[config.mk]
export PLATFORM = sky130hd
export DESIGN_NAME = escape_eoi_byte_framer_core_flat
export DESIGN_NICKNAME = d
export VERILOG_FILES = /design/src/rtl/core/eebf_pkg.sv /design/src/rtl/core/eebf_req_if.sv /design/src/rtl/core/eebf_rsp_if.sv /design/src/rtl/core/eebf_csr_if.sv /design/src/rtl/core/eebf_frame_plan.sv /design/src/rtl/core/escape_eoi_byte_framer_core.sv /design/src/flat_wrapper.sv
export VERILOG_INCLUDE_DIRS = /design/src /design/src/rtl/core
export SDC_FILE = /design/constraint.sdc
export NUM_CORES = 1
export LEC_CHECK = 0
export ABC_AREA = 1
export BUFFER_PORTS_ARGS = -buffer_cell sky130_fd_sc_hd__clkbuf_2
export CELL_PAD_IN_SITES_DETAIL_PLACEMENT = 0
export CELL_PAD_IN_SITES_GLOBAL_PLACEMENT = 2
export CORE_MARGIN = 2
export CORE_UTILIZATION = 33
export CTS_CLUSTER_DIAMETER = 100
export DETAILED_ROUTE_END_ITERATION = 10
export PLACE_DENSITY_LB_ADDON = 0.1
export SETUP_SLACK_MARGIN = 0.05
export SLEW_MARGIN = 20
export SYNTH_ARGS = -nofsm -noshare
export SYNTH_HDL_FRONTEND = slang
export SYNTH_SLANG_ARGS = --single-unit
export TNS_END_PERCENT = 30
[constraint.sdc]
create_clock -name clock -period 4.1 [get_ports clock]
set_clock_uncertainty 0.1 [all_clocks]
set_input_delay 0.205 -clock clock [delete_from_list [all_inputs] [get_ports clock]]
set_output_delay 0.205 -clock clock [all_outputs]
set_load 0.005 [all_outputs]
[src/rtl/core/assert_macros.svh]
// Assertion helpers used by the framer core RTL.
`ifndef ASSERT_MACROS_SVH
`define ASSERT_MACROS_SVH

`ifndef SYNTHESIS

// antecedent implies consequent in the same cycle
`define ASSERT_IMPLY(lbl, clk, rst, ante, cons) \
   lbl: assert property (@(posedge clk) disable iff (rst) (ante) |-> (cons)) \
      else $error("assertion failed: same-cycle implication");

// antecedent implies consequent in the next cycle
`define ASSERT_NEXT(lbl, clk, rst, ante, cons) \
   lbl: assert property (@(posedge clk) disable iff (rst) (ante) |=> (cons)) \
      else $error("assertion failed: next-cycle implication");

`else

`define ASSERT_IMPLY(lbl, clk, rst, ante, cons)
`define ASSERT_NEXT(lbl, clk, rst, ante, cons)

`endif

`endif

[src/rtl/core/eebf_pkg.sv]
package eebf_pkg;

   // packet and code constants
   localparam int unsigned PACKET_SIZE = 64;
   localparam int unsigned FILL_W      = $clog2(PACKET_SIZE + 1);

   localparam logic [7:0] ESC_CODE = 8'd0;
   localparam logic [7:0] EOI_CODE = 8'd1;

   localparam int unsigned BYTE_W = 8;

   // configuration register indexes
   localparam int unsigned CSR_INDEX_W    = 2;
   localparam logic [1:0]  CSR_EOT_ENABLE = 2'd0;
   localparam logic [1:0]  CSR_EOS_MODE   = 2'd1;
   localparam logic [1:0]  CSR_EOS_CHAR   = 2'd2;

   // result slots of one item, emitted lowest first
   localparam int unsigned SLOT_PRE_BND  = 0;
   localparam int unsigned SLOT_PREFIX   = 1;
   localparam int unsigned SLOT_DATA     = 2;
   localparam int unsigned SLOT_POST_BND = 3;
   localparam int unsigned NUM_SLOTS     = 4;

   typedef enum logic [1:0] {
      EOS_OFF  = 2'd0,
      EOS_7BIT = 2'd1,
      EOS_8BIT = 2'd2
   } eos_mode_type;

   typedef struct packed {
      logic         eot_enable;
      eos_mode_type eos_mode;
      logic [7:0]   eos_char;
   } cfg_type;

   typedef struct packed {
      logic [NUM_SLOTS-1:0] pend;
      logic [7:0]           prefix_code;
      logic [7:0]           data;
   } plan_type;

endpackage

[src/rtl/core/eebf_req_if.sv]
interface eebf_req_if;
   logic       valid;
   logic       ready;
   logic [7:0] data_byte;
   logic       message_end;

   modport source (output valid, output data_byte, output message_end, input ready);
   modport sink   (input valid, input data_byte, input message_end, output ready);
endinterface

[src/rtl/core/eebf_rsp_if.sv]
interface eebf_rsp_if;
   logic       valid;
   logic       ready;
   logic [7:0] out_byte;
   logic       boundary;
   logic       run_last;

   modport source (output valid, output out_byte, output boundary, output run_last,
                   input ready);
   modport sink   (input valid, input out_byte, input boundary, input run_last,
                   output ready);
endinterface

[src/rtl/core/eebf_csr_if.sv]
interface eebf_csr_if;
   logic       valid;
   logic       ready;
   logic [1:0] reg_index;
   logic [7:0] wdata;

   modport source (output valid, output reg_index, output wdata, input ready);
   modport sink   (input valid, input reg_index, input wdata, output ready);
endinterface

[src/rtl/core/eebf_frame_plan.sv]
// Decides the results of one byte and the packet fill after it.
module eebf_frame_plan (
   input  eebf_pkg::cfg_type              cfg,
   input  logic [7:0]                     data_byte,
   input  logic                           message_end,
   input  logic [eebf_pkg::FILL_W-1:0]    fill,
   output eebf_pkg::plan_type             plan,
   output logic [eebf_pkg::FILL_W-1:0]    fill_next
);

   logic                         eos_hit;
   logic                         eoi_pre;
   logic                         esc_pre;
   logic                         has_prefix;
   logic [eebf_pkg::FILL_W:0]    need;
   logic                         no_room;
   logic [eebf_pkg::FILL_W-1:0]  base;

   // end-of-string compare; unused mode code turns it off
   always_comb begin
      unique case (cfg.eos_mode)
         eebf_pkg::EOS_7BIT: eos_hit = (data_byte[6:0] == cfg.eos_char[6:0]);
         eebf_pkg::EOS_8BIT: eos_hit = (data_byte == cfg.eos_char);
         default:            eos_hit = 1'b0;
      endcase
   end

   // EOI prefix wins over ESC
   assign eoi_pre    = (cfg.eot_enable && message_end) || eos_hit;
   assign esc_pre    = !eoi_pre &&
                       (data_byte == eebf_pkg::ESC_CODE || data_byte == eebf_pkg::EOI_CODE);
   assign has_prefix = eoi_pre || esc_pre;

   // fit check counts the prefix, byte and prefix are never split
   assign need    = {1'b0, fill} + (eebf_pkg::FILL_W+1)'(has_prefix)
                    + (eebf_pkg::FILL_W+1)'(1);
   assign no_room = need > (eebf_pkg::FILL_W+1)'(eebf_pkg::PACKET_SIZE);
   assign base    = no_room ? '0 : fill;

   // message end always leaves a non-empty packet, so it always closes
   assign fill_next = message_end ? '0
                    : base + eebf_pkg::FILL_W'(has_prefix) + eebf_pkg::FILL_W'(1);

   always_comb begin
      plan.pend                          = '0;
      plan.pend[eebf_pkg::SLOT_PRE_BND]  = no_room;
      plan.pend[eebf_pkg::SLOT_PREFIX]   = has_prefix;
      plan.pend[eebf_pkg::SLOT_DATA]     = 1'b1;
      plan.pend[eebf_pkg::SLOT_POST_BND] = message_end;
      plan.prefix_code = eoi_pre ? eebf_pkg::EOI_CODE : eebf_pkg::ESC_CODE;
      plan.data        = data_byte;
   end

endmodule

[src/rtl/core/escape_eoi_byte_framer_core.sv]
// Channel  Dir  Handshake     Payload
// req_bus  in   valid/ready   data_byte[7:0], message_end
// rsp_bus  out  valid/ready   out_byte[7:0], boundary, run_last
// csr_bus  in   valid/ready   reg_index[1:0], wdata[7:0] (always ready)
//
// Each byte yields one to four words, sent one per cycle from the result
// register while rsp_bus is ready; the slot sequencer works through them in
// slot order, and the next byte is taken in the cycle its last word is loaded.
// Synchronous active-high reset clears config, packet fill and valid flags.
// A stalled rsp_bus holds the result register and blocks new bytes once the
// pending word list cannot drain.
`include "assert_macros.svh"

module escape_eoi_byte_framer_core (
   input  logic        clock,
   input  logic        reset,
   eebf_req_if.sink    req_bus,
   eebf_rsp_if.source  rsp_bus,
   eebf_csr_if.sink    csr_bus
);

   eebf_pkg::cfg_type                cfg_ff;
   eebf_pkg::plan_type               plan_ff, plan_in, new_plan;
   logic [eebf_pkg::FILL_W-1:0]      fill_ff, fill_in, fill_next;
   logic                             rsp_valid_ff, rsp_valid_in;
   logic [7:0]                       rsp_byte_ff, rsp_byte_in;
   logic                             rsp_bnd_ff, rsp_bnd_in;
   logic                             rsp_last_ff, rsp_last_in;
   logic                             out_load;
   logic                             emit;
   logic                             req_fire;
   logic [eebf_pkg::NUM_SLOTS-1:0]   sel;
   logic [eebf_pkg::NUM_SLOTS-1:0]   pend_rest;

   // configuration writes
   assign csr_bus.ready = 1'b1;

   always_ff @(posedge clock) begin
      if (reset) begin
         cfg_ff.eot_enable <= 1'b0;
         cfg_ff.eos_mode   <= eebf_pkg::EOS_OFF;
         cfg_ff.eos_char   <= '0;
      end else if (csr_bus.valid) begin
         unique case (csr_bus.reg_index)
            eebf_pkg::CSR_EOT_ENABLE: cfg_ff.eot_enable <= csr_bus.wdata[0];
            eebf_pkg::CSR_EOS_MODE:
               cfg_ff.eos_mode <= eebf_pkg::eos_mode_type'(csr_bus.wdata[1:0]);
            eebf_pkg::CSR_EOS_CHAR:   cfg_ff.eos_char <= csr_bus.wdata;
            default: ;
         endcase
      end
   end

   eebf_frame_plan u_plan (
      .cfg         (cfg_ff),
      .data_byte   (req_bus.data_byte),
      .message_end (req_bus.message_end),
      .fill        (fill_ff),
      .plan        (new_plan),
      .fill_next   (fill_next)
   );

   // slot sequencer: lowest pending slot goes out first
   assign out_load  = !rsp_valid_ff || rsp_bus.ready;
   assign emit      = (plan_ff.pend != '0) && out_load;
   assign sel       = plan_ff.pend & (~plan_ff.pend + eebf_pkg::NUM_SLOTS'(1));
   assign pend_rest = plan_ff.pend & ~sel;

   assign req_bus.ready = (plan_ff.pend == '0) || (emit && pend_rest == '0);
   assign req_fire      = req_bus.valid && req_bus.ready;

   always_comb begin
      plan_in = plan_ff;
      fill_in = fill_ff;
      if (req_fire) begin
         plan_in = new_plan;
         fill_in = fill_next;
      end else if (emit) begin
         plan_in.pend = pend_rest;
      end
   end

   // result register
   always_comb begin
      rsp_valid_in = rsp_valid_ff;
      rsp_byte_in  = rsp_byte_ff;
      rsp_bnd_in   = rsp_bnd_ff;
      rsp_last_in  = rsp_last_ff;
      if (emit) begin
         rsp_valid_in = 1'b1;
         rsp_bnd_in   = sel[eebf_pkg::SLOT_PRE_BND] || sel[eebf_pkg::SLOT_POST_BND];
         rsp_last_in  = (pend_rest == '0);
         priority if (sel[eebf_pkg::SLOT_PREFIX]) begin
            rsp_byte_in = plan_ff.prefix_code;
         end else if (sel[eebf_pkg::SLOT_DATA]) begin
            rsp_byte_in = plan_ff.data;
         end else begin
            rsp_byte_in = '0;
         end
      end else if (rsp_bus.ready) begin
         rsp_valid_in = 1'b0;
      end
   end

   always_ff @(posedge clock) begin
      if (reset) begin
         plan_ff.pend <= '0;
         fill_ff      <= '0;
         rsp_valid_ff <= 1'b0;
      end else begin
         plan_ff      <= plan_in;
         fill_ff      <= fill_in;
         rsp_valid_ff <= rsp_valid_in;
      end
   end

   always_ff @(posedge clock) begin
      rsp_byte_ff <= rsp_byte_in;
      rsp_bnd_ff  <= rsp_bnd_in;
      rsp_last_ff <= rsp_last_in;
   end

   assign rsp_bus.valid    = rsp_valid_ff;
   assign rsp_bus.out_byte = rsp_byte_ff;
   assign rsp_bus.boundary = rsp_bnd_ff;
   assign rsp_bus.run_last = rsp_last_ff;

   // checks
   `ASSERT_IMPLY(a_fill_bound, clock, reset, 1'b1,
                 fill_ff <= eebf_pkg::FILL_W'(eebf_pkg::PACKET_SIZE))
   `ASSERT_NEXT(a_msg_end_empties, clock, reset, req_fire && req_bus.message_end,
                fill_ff == '0)
   `ASSERT_IMPLY(a_accept_drained, clock, reset, req_fire,
                 plan_ff.pend == '0 || (out_load && $onehot(plan_ff.pend)))
   `ASSERT_IMPLY(a_bnd_zero_byte, clock, reset, rsp_valid_ff && rsp_bnd_ff,
                 rsp_byte_ff == '0)

endmodule

[src/flat_wrapper.sv]
// flat-port wrapper written by rule: the top's interface ports become plain ports
module escape_eoi_byte_framer_core_flat 
  (clock, reset, req_bus_valid, req_bus_data_byte, req_bus_message_end, req_bus_ready, rsp_bus_valid, rsp_bus_out_byte, rsp_bus_boundary, rsp_bus_run_last, rsp_bus_ready, csr_bus_valid, csr_bus_reg_index, csr_bus_wdata, csr_bus_ready);
  eebf_req_if req_bus_i ();
  eebf_rsp_if rsp_bus_i ();
  eebf_csr_if csr_bus_i ();
  input  logic clock;
  input  logic reset;
  input wire logic [$bits(req_bus_i.valid)-1:0] req_bus_valid;
  input wire logic [$bits(req_bus_i.data_byte)-1:0] req_bus_data_byte;
  input wire logic [$bits(req_bus_i.message_end)-1:0] req_bus_message_end;
  output wire logic [$bits(req_bus_i.ready)-1:0] req_bus_ready;
  output wire logic [$bits(rsp_bus_i.valid)-1:0] rsp_bus_valid;
  output wire logic [$bits(rsp_bus_i.out_byte)-1:0] rsp_bus_out_byte;
  output wire logic [$bits(rsp_bus_i.boundary)-1:0] rsp_bus_boundary;
  output wire logic [$bits(rsp_bus_i.run_last)-1:0] rsp_bus_run_last;
  input wire logic [$bits(rsp_bus_i.ready)-1:0] rsp_bus_ready;
  input wire logic [$bits(csr_bus_i.valid)-1:0] csr_bus_valid;
  input wire logic [$bits(csr_bus_i.reg_index)-1:0] csr_bus_reg_index;
  input wire logic [$bits(csr_bus_i.wdata)-1:0] csr_bus_wdata;
  output wire logic [$bits(csr_bus_i.ready)-1:0] csr_bus_ready;
  assign req_bus_i.valid = req_bus_valid;
  assign req_bus_i.data_byte = req_bus_data_byte;
  assign req_bus_i.message_end = req_bus_message_end;
  assign req_bus_ready = req_bus_i.ready;
  assign rsp_bus_valid = rsp_bus_i.valid;
  assign rsp_bus_out_byte = rsp_bus_i.out_byte;
  assign rsp_bus_boundary = rsp_bus_i.boundary;
  assign rsp_bus_run_last = rsp_bus_i.run_last;
  assign rsp_bus_i.ready = rsp_bus_ready;
  assign csr_bus_i.valid = csr_bus_valid;
  assign csr_bus_i.reg_index = csr_bus_reg_index;
  assign csr_bus_i.wdata = csr_bus_wdata;
  assign csr_bus_ready = csr_bus_i.ready;
  escape_eoi_byte_framer_core u_core (.clock(clock), .reset(reset), .req_bus(req_bus_i), .rsp_bus(rsp_bus_i), .csr_bus(csr_bus_i));
endmodule
Word-level counts from Yosys, hierarchy flattened
Index checks and enable logic that the tools add are counted.
Storage, ports and cells
  logic and storage cells: 63
  register bits: 49
  input port bits: 24
Operators by class
  eq/ne operators: 7
  bitwise logic cells: 5
  mux-type cells: 10
  magnitude comparators: 1
  reduce and logical (&&, ||, !) cells: 24
  $add $sub $neg: 5
Operator list (number)
  $mux W8: 2
  $mux W7: 2
  $add A7 B1 Y8: 1
  $add A8 B1 Y8 const B: 1
  $and A4 B4 Y4: 2
  $eq A8 B1 Y1 const B: 1
  $eq A8 B8 Y1: 1
  $gt A8 B7 Y1 const B: 1
  $logic_not A4 Y1: 2
  $logic_not A8 Y1: 1
  $mux W4: 2
  $not A4 Y4: 2
  $reduce_and A2 Y1: 4
  $add A7 B1 Y7: 1
  $add A7 B1 Y7 const B: 1
  $eq A7 B7 Y1: 1
  $logic_or A1 B1 Y1: 6
  $logic_and A1 B1 Y1: 5
  $add A4 B1 Y4 const B: 1
  $eq A2 B1 Y1 const B: 2
  $eq A2 B2 Y1 const B: 2
  $reduce_bool A2 Y1: 2
  $reduce_bool A4 Y1: 1
  $mux W1: 3
  other kinds (4): 5

Longest topological paths before layout
  word-level depth: 13
  depth in mapped cells: 28
  mapped depth without buffers: 28

Hierarchy
A second synthesis with hierarchy kept.
Second synthesis, totals
  cell total of the unflattened synthesis: 315
  area total of the unflattened synthesis: 2656.3 um^2
By module, submodules not included
  escape_eoi_byte_framer_core: sequential area each 1241.2 um^2, times used 1, cells each 190, area an instance 1943.1 um^2
  eebf_frame_plan: sequential area each 0.0 um^2, times used 1, cells each 125, area an instance 713.2 um^2

Worst setup path after synthesis
OpenSTA, ideal clock, no wires.
  kind: register to register
  start point: reg u_core.cfg_ff[8] (netlist name)
  end point: reg u_core.fill_ff[6] (netlist name)
  period minus slack after synthesis: 3.298 ns
  stages on the path, launching flop included: 28
  required time: 3.866 ns
  path buffers: 0
  library setup time: 0.134 ns
  slack: 0.802 ns
  arrival: 3.064 ns
  path through: dfxtp_1 -> inv_1 -> ha_1 -> inv_1 -> nand2_1 -> nor4_1 -> nand3_1 -> nand3_1 -> inv_1 -> ha_1 -> inv_1 -> ha_1 -> nor2_1 -> nand3_1 -> nand2_1 -> nand2_1 -> nand2_2 -> nand2_4 -> inv_2 -> nand2_1 -> ha_1 -> inv_1 -> ha_1 -> nand4_2 -> nor2_2 -> nand3_1 -> nand3_1 -> a21oi_1
Between the ends
  cells in the longest elaborated chain, start to end: 13
  elaborated cells between the ends (all ways): 14
  those cells by class: 4 x add/sub; 1 x order compare; 2 x eq/ne; 3 x mux; 4 x reduce/logical
Ends and longest elaborated chain
  start: declaration: RTL line escape_eoi_byte_framer_core.sv:22  | eebf_pkg::cfg_type cfg_ff;
  $eq A2 B2 Y1 or $eq A2 B1 Y1 (tied branches): RTL line eebf_frame_plan.sv:21  | unique case (cfg.eos_mode)
  $pmux W1 S2 *: RTL line eebf_frame_plan.sv:21
  $logic_or A1 B1 Y1 *: RTL line eebf_frame_plan.sv:29  | assign eoi_pre = (cfg.eot_enable && message_end) || eos_hit;
  $logic_not A1 Y1: RTL line eebf_frame_plan.sv:30  | assign esc_pre = !eoi_pre &&
  $logic_and A1 B1 Y1: RTL line eebf_frame_plan.sv:30
  $logic_or A1 B1 Y1 *: RTL line eebf_frame_plan.sv:32  | assign has_prefix = eoi_pre || esc_pre;
  $add A7 B1 Y8: RTL line eebf_frame_plan.sv:35  | assign need = {1'b0, fill} + (eebf_pkg::FILL_W+1)'(has_prefix)
  $add A8 B1 Y8: RTL line eebf_frame_plan.sv:36  | + (eebf_pkg::FILL_W+1)'(1);
  $gt A8 B7 Y1: RTL line eebf_frame_plan.sv:37  | assign no_room = need > (eebf_pkg::FILL_W+1)'(eebf_pkg::PACKET_SIZE);
  $mux W7: RTL line eebf_frame_plan.sv:38  | assign base = no_room ? '0 : fill;
  $add A7 B1 Y7 * (2 in series): RTL line eebf_frame_plan.sv:42  | : base + eebf_pkg::FILL_W'(has_prefix) + eebf_pkg::FILL_W'(1);
  $mux W7 *: RTL line eebf_frame_plan.sv:41  | assign fill_next = message_end ? '0
  end signal: assignment: RTL line escape_eoi_byte_framer_core.sv:112  | fill_ff <= fill_in;
  end: declaration: RTL line escape_eoi_byte_framer_core.sv:24  | logic [eebf_pkg::FILL_W-1:0] fill_ff, fill_in, fill_next;
Mark *: on every way between the ends. The rest lies on a longest branch, timed or not.
A chain may end at the register's enable or synchronous reset.

Worst setup path in the final report
Same ends and word-level chain as after synthesis.

==> results.json <==
{
  "status": "completed",
  "start_kind": "register",
  "syn_area_um2": 2120,
  "clk_pin_slew_ps": 90,
  "grt_pass1_vias": 1676,
  "final-hold-violation-count": 0,
  "p_leak_nw": 1.12,
  "die_area_um2": 7080,
  "io_buffers": 35,
  "ys_warn_count": 0,
  "dpl.cell_count": 360,
  "ys_async_sr_fraction": 0,
  "crit_slowest_cell": "dfxtp_1",
  "hpwl_um": 3230,
  "synth-seq-cells": 42,
  "fin_nets": 322,
  "rsz0062_at_grt": "false",
  "tns_ps": 0,
  "dr.first_iter.drc_count": 56,
  "synth_top_area_cell": "edfxtp_1",
  "dr.pass1.iters": 4,
  "vias": 1640,
  "totalPowerFinal_mw": 1.01,
  "synth_compound_gate_area_share": 0.116,
  "via_per_inst": 4.43,
  "rrSetupSlack_ps": 480,
  "overflow": 0,
  "slew_viol_final": 0,
  "power_density_nw_per_um2": 404,
  "synthTopCellsByCount": "inv_1 (45), nand2_1 (34), nor2_1 (34)",
  "synth_cell_types": 37,
  "synth-simple-area-share": 0.254,
  "grt_max_degree": 16,
  "rows": 29,
  "r2r_start": "u_core.cfg_ff[8]",
  "tightest_slew_ps": 815,
  "cp.required_ps": 4240,
  "antenna_cells": 0,
  "grt_pass1_wl_um": 7530,
  "grt_antenna_before_repair": 0,
  "clock_latency_ps": 300,
  "crit_type": "reg2reg",
  "max_freq_mhz": 276,
  "core_area_um2": 6280,
  "utilization": 0.400,
  "syn_inst": 251,
  "synth.mux.area_fraction": 0,
  "cts_max_level": 2,
  "synthTopCellsByArea": "edfxtp_1 (27%), dfxtp_1 (22%), inv_1 (8.0%), nand2_1 (6.0%), nor2_1 (6.0%)",
  "syn-num-nets": 281,
  "start_util": 0.338,
  "place_area_um2": 2380,
  "drc": 0,
  "clock_sinks": 42,
  "ios": 37,
  "synth_flop_cell": "dfxtp_1",
  "worst_path_largest_cell_delay_ps": 340,
  "post-route-cell-area_um2": 2510,
  "synth_top_family_by_area": "simple AND/OR/NAND/NOR gates",
  "synth_top_area_frac": 0.269,
  "relSlewSlack": 0.455,
  "cts_tree": "built",
  "drive_gt1_frac": 0.249,
  "vdd_ir_drop_max_mv": 0.148,
  "cpMostUsedCell": "nand2_1",
  "gp_congestion": 0.751,
  "max_cap_violations": 0,
  "synth-edff-count": 19,
  "synth.most_common_cell": "inv_1",
  "fp.dieH_um": 84.2,
  "synth_seq_area_share": 0.486,
  "fin_crit_ps": 3620,
  "instances_no_fill": 370,
  "hp-start": "csr_bus_wdata[7]",
  "track_usage": 0.131,
  "critPathLaunch": "u_core.cfg_ff[8]",
  "synth-xor-area-share": 0.0124,
  "setup_viol": 0,
  "wl_per_cell_um": 11.4,
  "wirelength_um": 4220,
  "avgSynthCellArea_um2": 8.45,
  "cts_buffers": 5,
  "cts.root.buffer_cell": "clkbuf_8",
  "cp_max_fo": 8,
  "area_growth_pct": 18.3,
  "worstPathArrival_ps": 3760,
  "period_share": 0.884,
  "die_w_um": 84.2,
  "clk_path_buf_depth": 2,
  "worstHoldPathType": "in2reg",
  "cp-end-kind": "register",
  "synth_fa_ha_area_frac": 0.0354,
  "ant_nets": 0
}
cells by family after synthesis:
family / Yosys count
fa+ha+maj: 6
other cells: 1
xor+xnor: 3
simple gates: 107
compound gates: 40
flops: 42
buf+inv: 52
sequential cells by signal, indices dropped and copies added, names as in the netlist:
| register | flops |
|---|---|
| u_core.cfg_ff | 11 |
| u_core.fill_ff | 7 |
| u_core.plan_ff | 13 |
| u_core.rsp_bus.boundary | 1 |
| u_core.rsp_bus.out_byte | 8 |
| u_core.rsp_bus.run_last | 1 |
| u_core.rsp_bus.valid | 1 |
what timing repair did:
item,CTS,global route
hold buffers,1,1
buffers inserted,0,0
gates resized for setup,0,4
endpoints found under the setup margin,0,1
endpoints found under the hold margin,1,1
worst paths after layout:
check / endpoint / depth (start not counted)
worst max-delay path: u_core.fill_ff[6] / 28
worst min-delay path: u_core.cfg_ff[7] / 3
worst max register to register: u_core.fill_ff[6] / 28
worst min register to register: u_core.cfg_ff[2] / 2
area by class of cell:
| type | instances | area (µm²) |
|---|---|---|
| multi-input combinational | 157 | 910 |
| clock buffer | 5 | 68.8 |
| clock inverter | 3 | 25.0 |
| timing repair buffer | 37 | 195 |
| inverter | 49 | 184 |
| fill | 700 | 3770 |
| sequential | 42 | 1030 |
| tap | 77 | 96.3 |
layout by cell type (no fill, tap or decap), types with 2 or more instances in the layout:
cell type       n
nor2_4          3
xor2_1          3
nor3_2          2
inv_1          45
a21oi_2         2
nor4_1          2
nor2_1         33
o22ai_1         2
o21bai_1        2
ha_1            5
nand3_1        12
inv_2           3
clkbuf_8        5
nor2_2          2
nand2_2         3
edfxtp_1       19
o21ai_2         3
nand2_1        34
o211ai_1        2
dfxtp_1        23
clkbuf_2       35
nand2_4         3
nand3_2         2
dlygate4sd3_1   2
nor3_1          4
a21oi_1        10
nand4_1         3
or2_2           2
o21ai_0        14
power by group:
part	internal [mW]	switching, mW
clock	0.123	0.156
sequential	0.505	0.0206
combinational	0.0771	0.132
total	0.705	0.308
per-layer routing:
layer / share of wire / track usage / vias to the layer above
met5: 0 / 0 / -
met4: 0.013 / 0.0352 / 0
met3: 0.042 / 0.0324 / 4
met2: 0.44 / 0.216 / 30
met1: 0.50 / 0.172 / 717
li1: - / - / 889
per-stage QoR:
stage	worst slack, ps	hold slack [ps]
global route	57.5	14.5
global placement	576	304
floorplan	802	204
CTS	461	12.1
detailed placement	514	305
finish	477	23.5
worst max-delay path, delay by kind of cell (launching register included):
kind / cells / cell delay (ps)
simple gates: 16 / 1530
fa+ha+maj: 5 / 1090
buf+inv: 6 / 370
flops: 1 / 340
compound gates: 1 / 120
No activity file was read; power rests on OpenSTA's default activity.
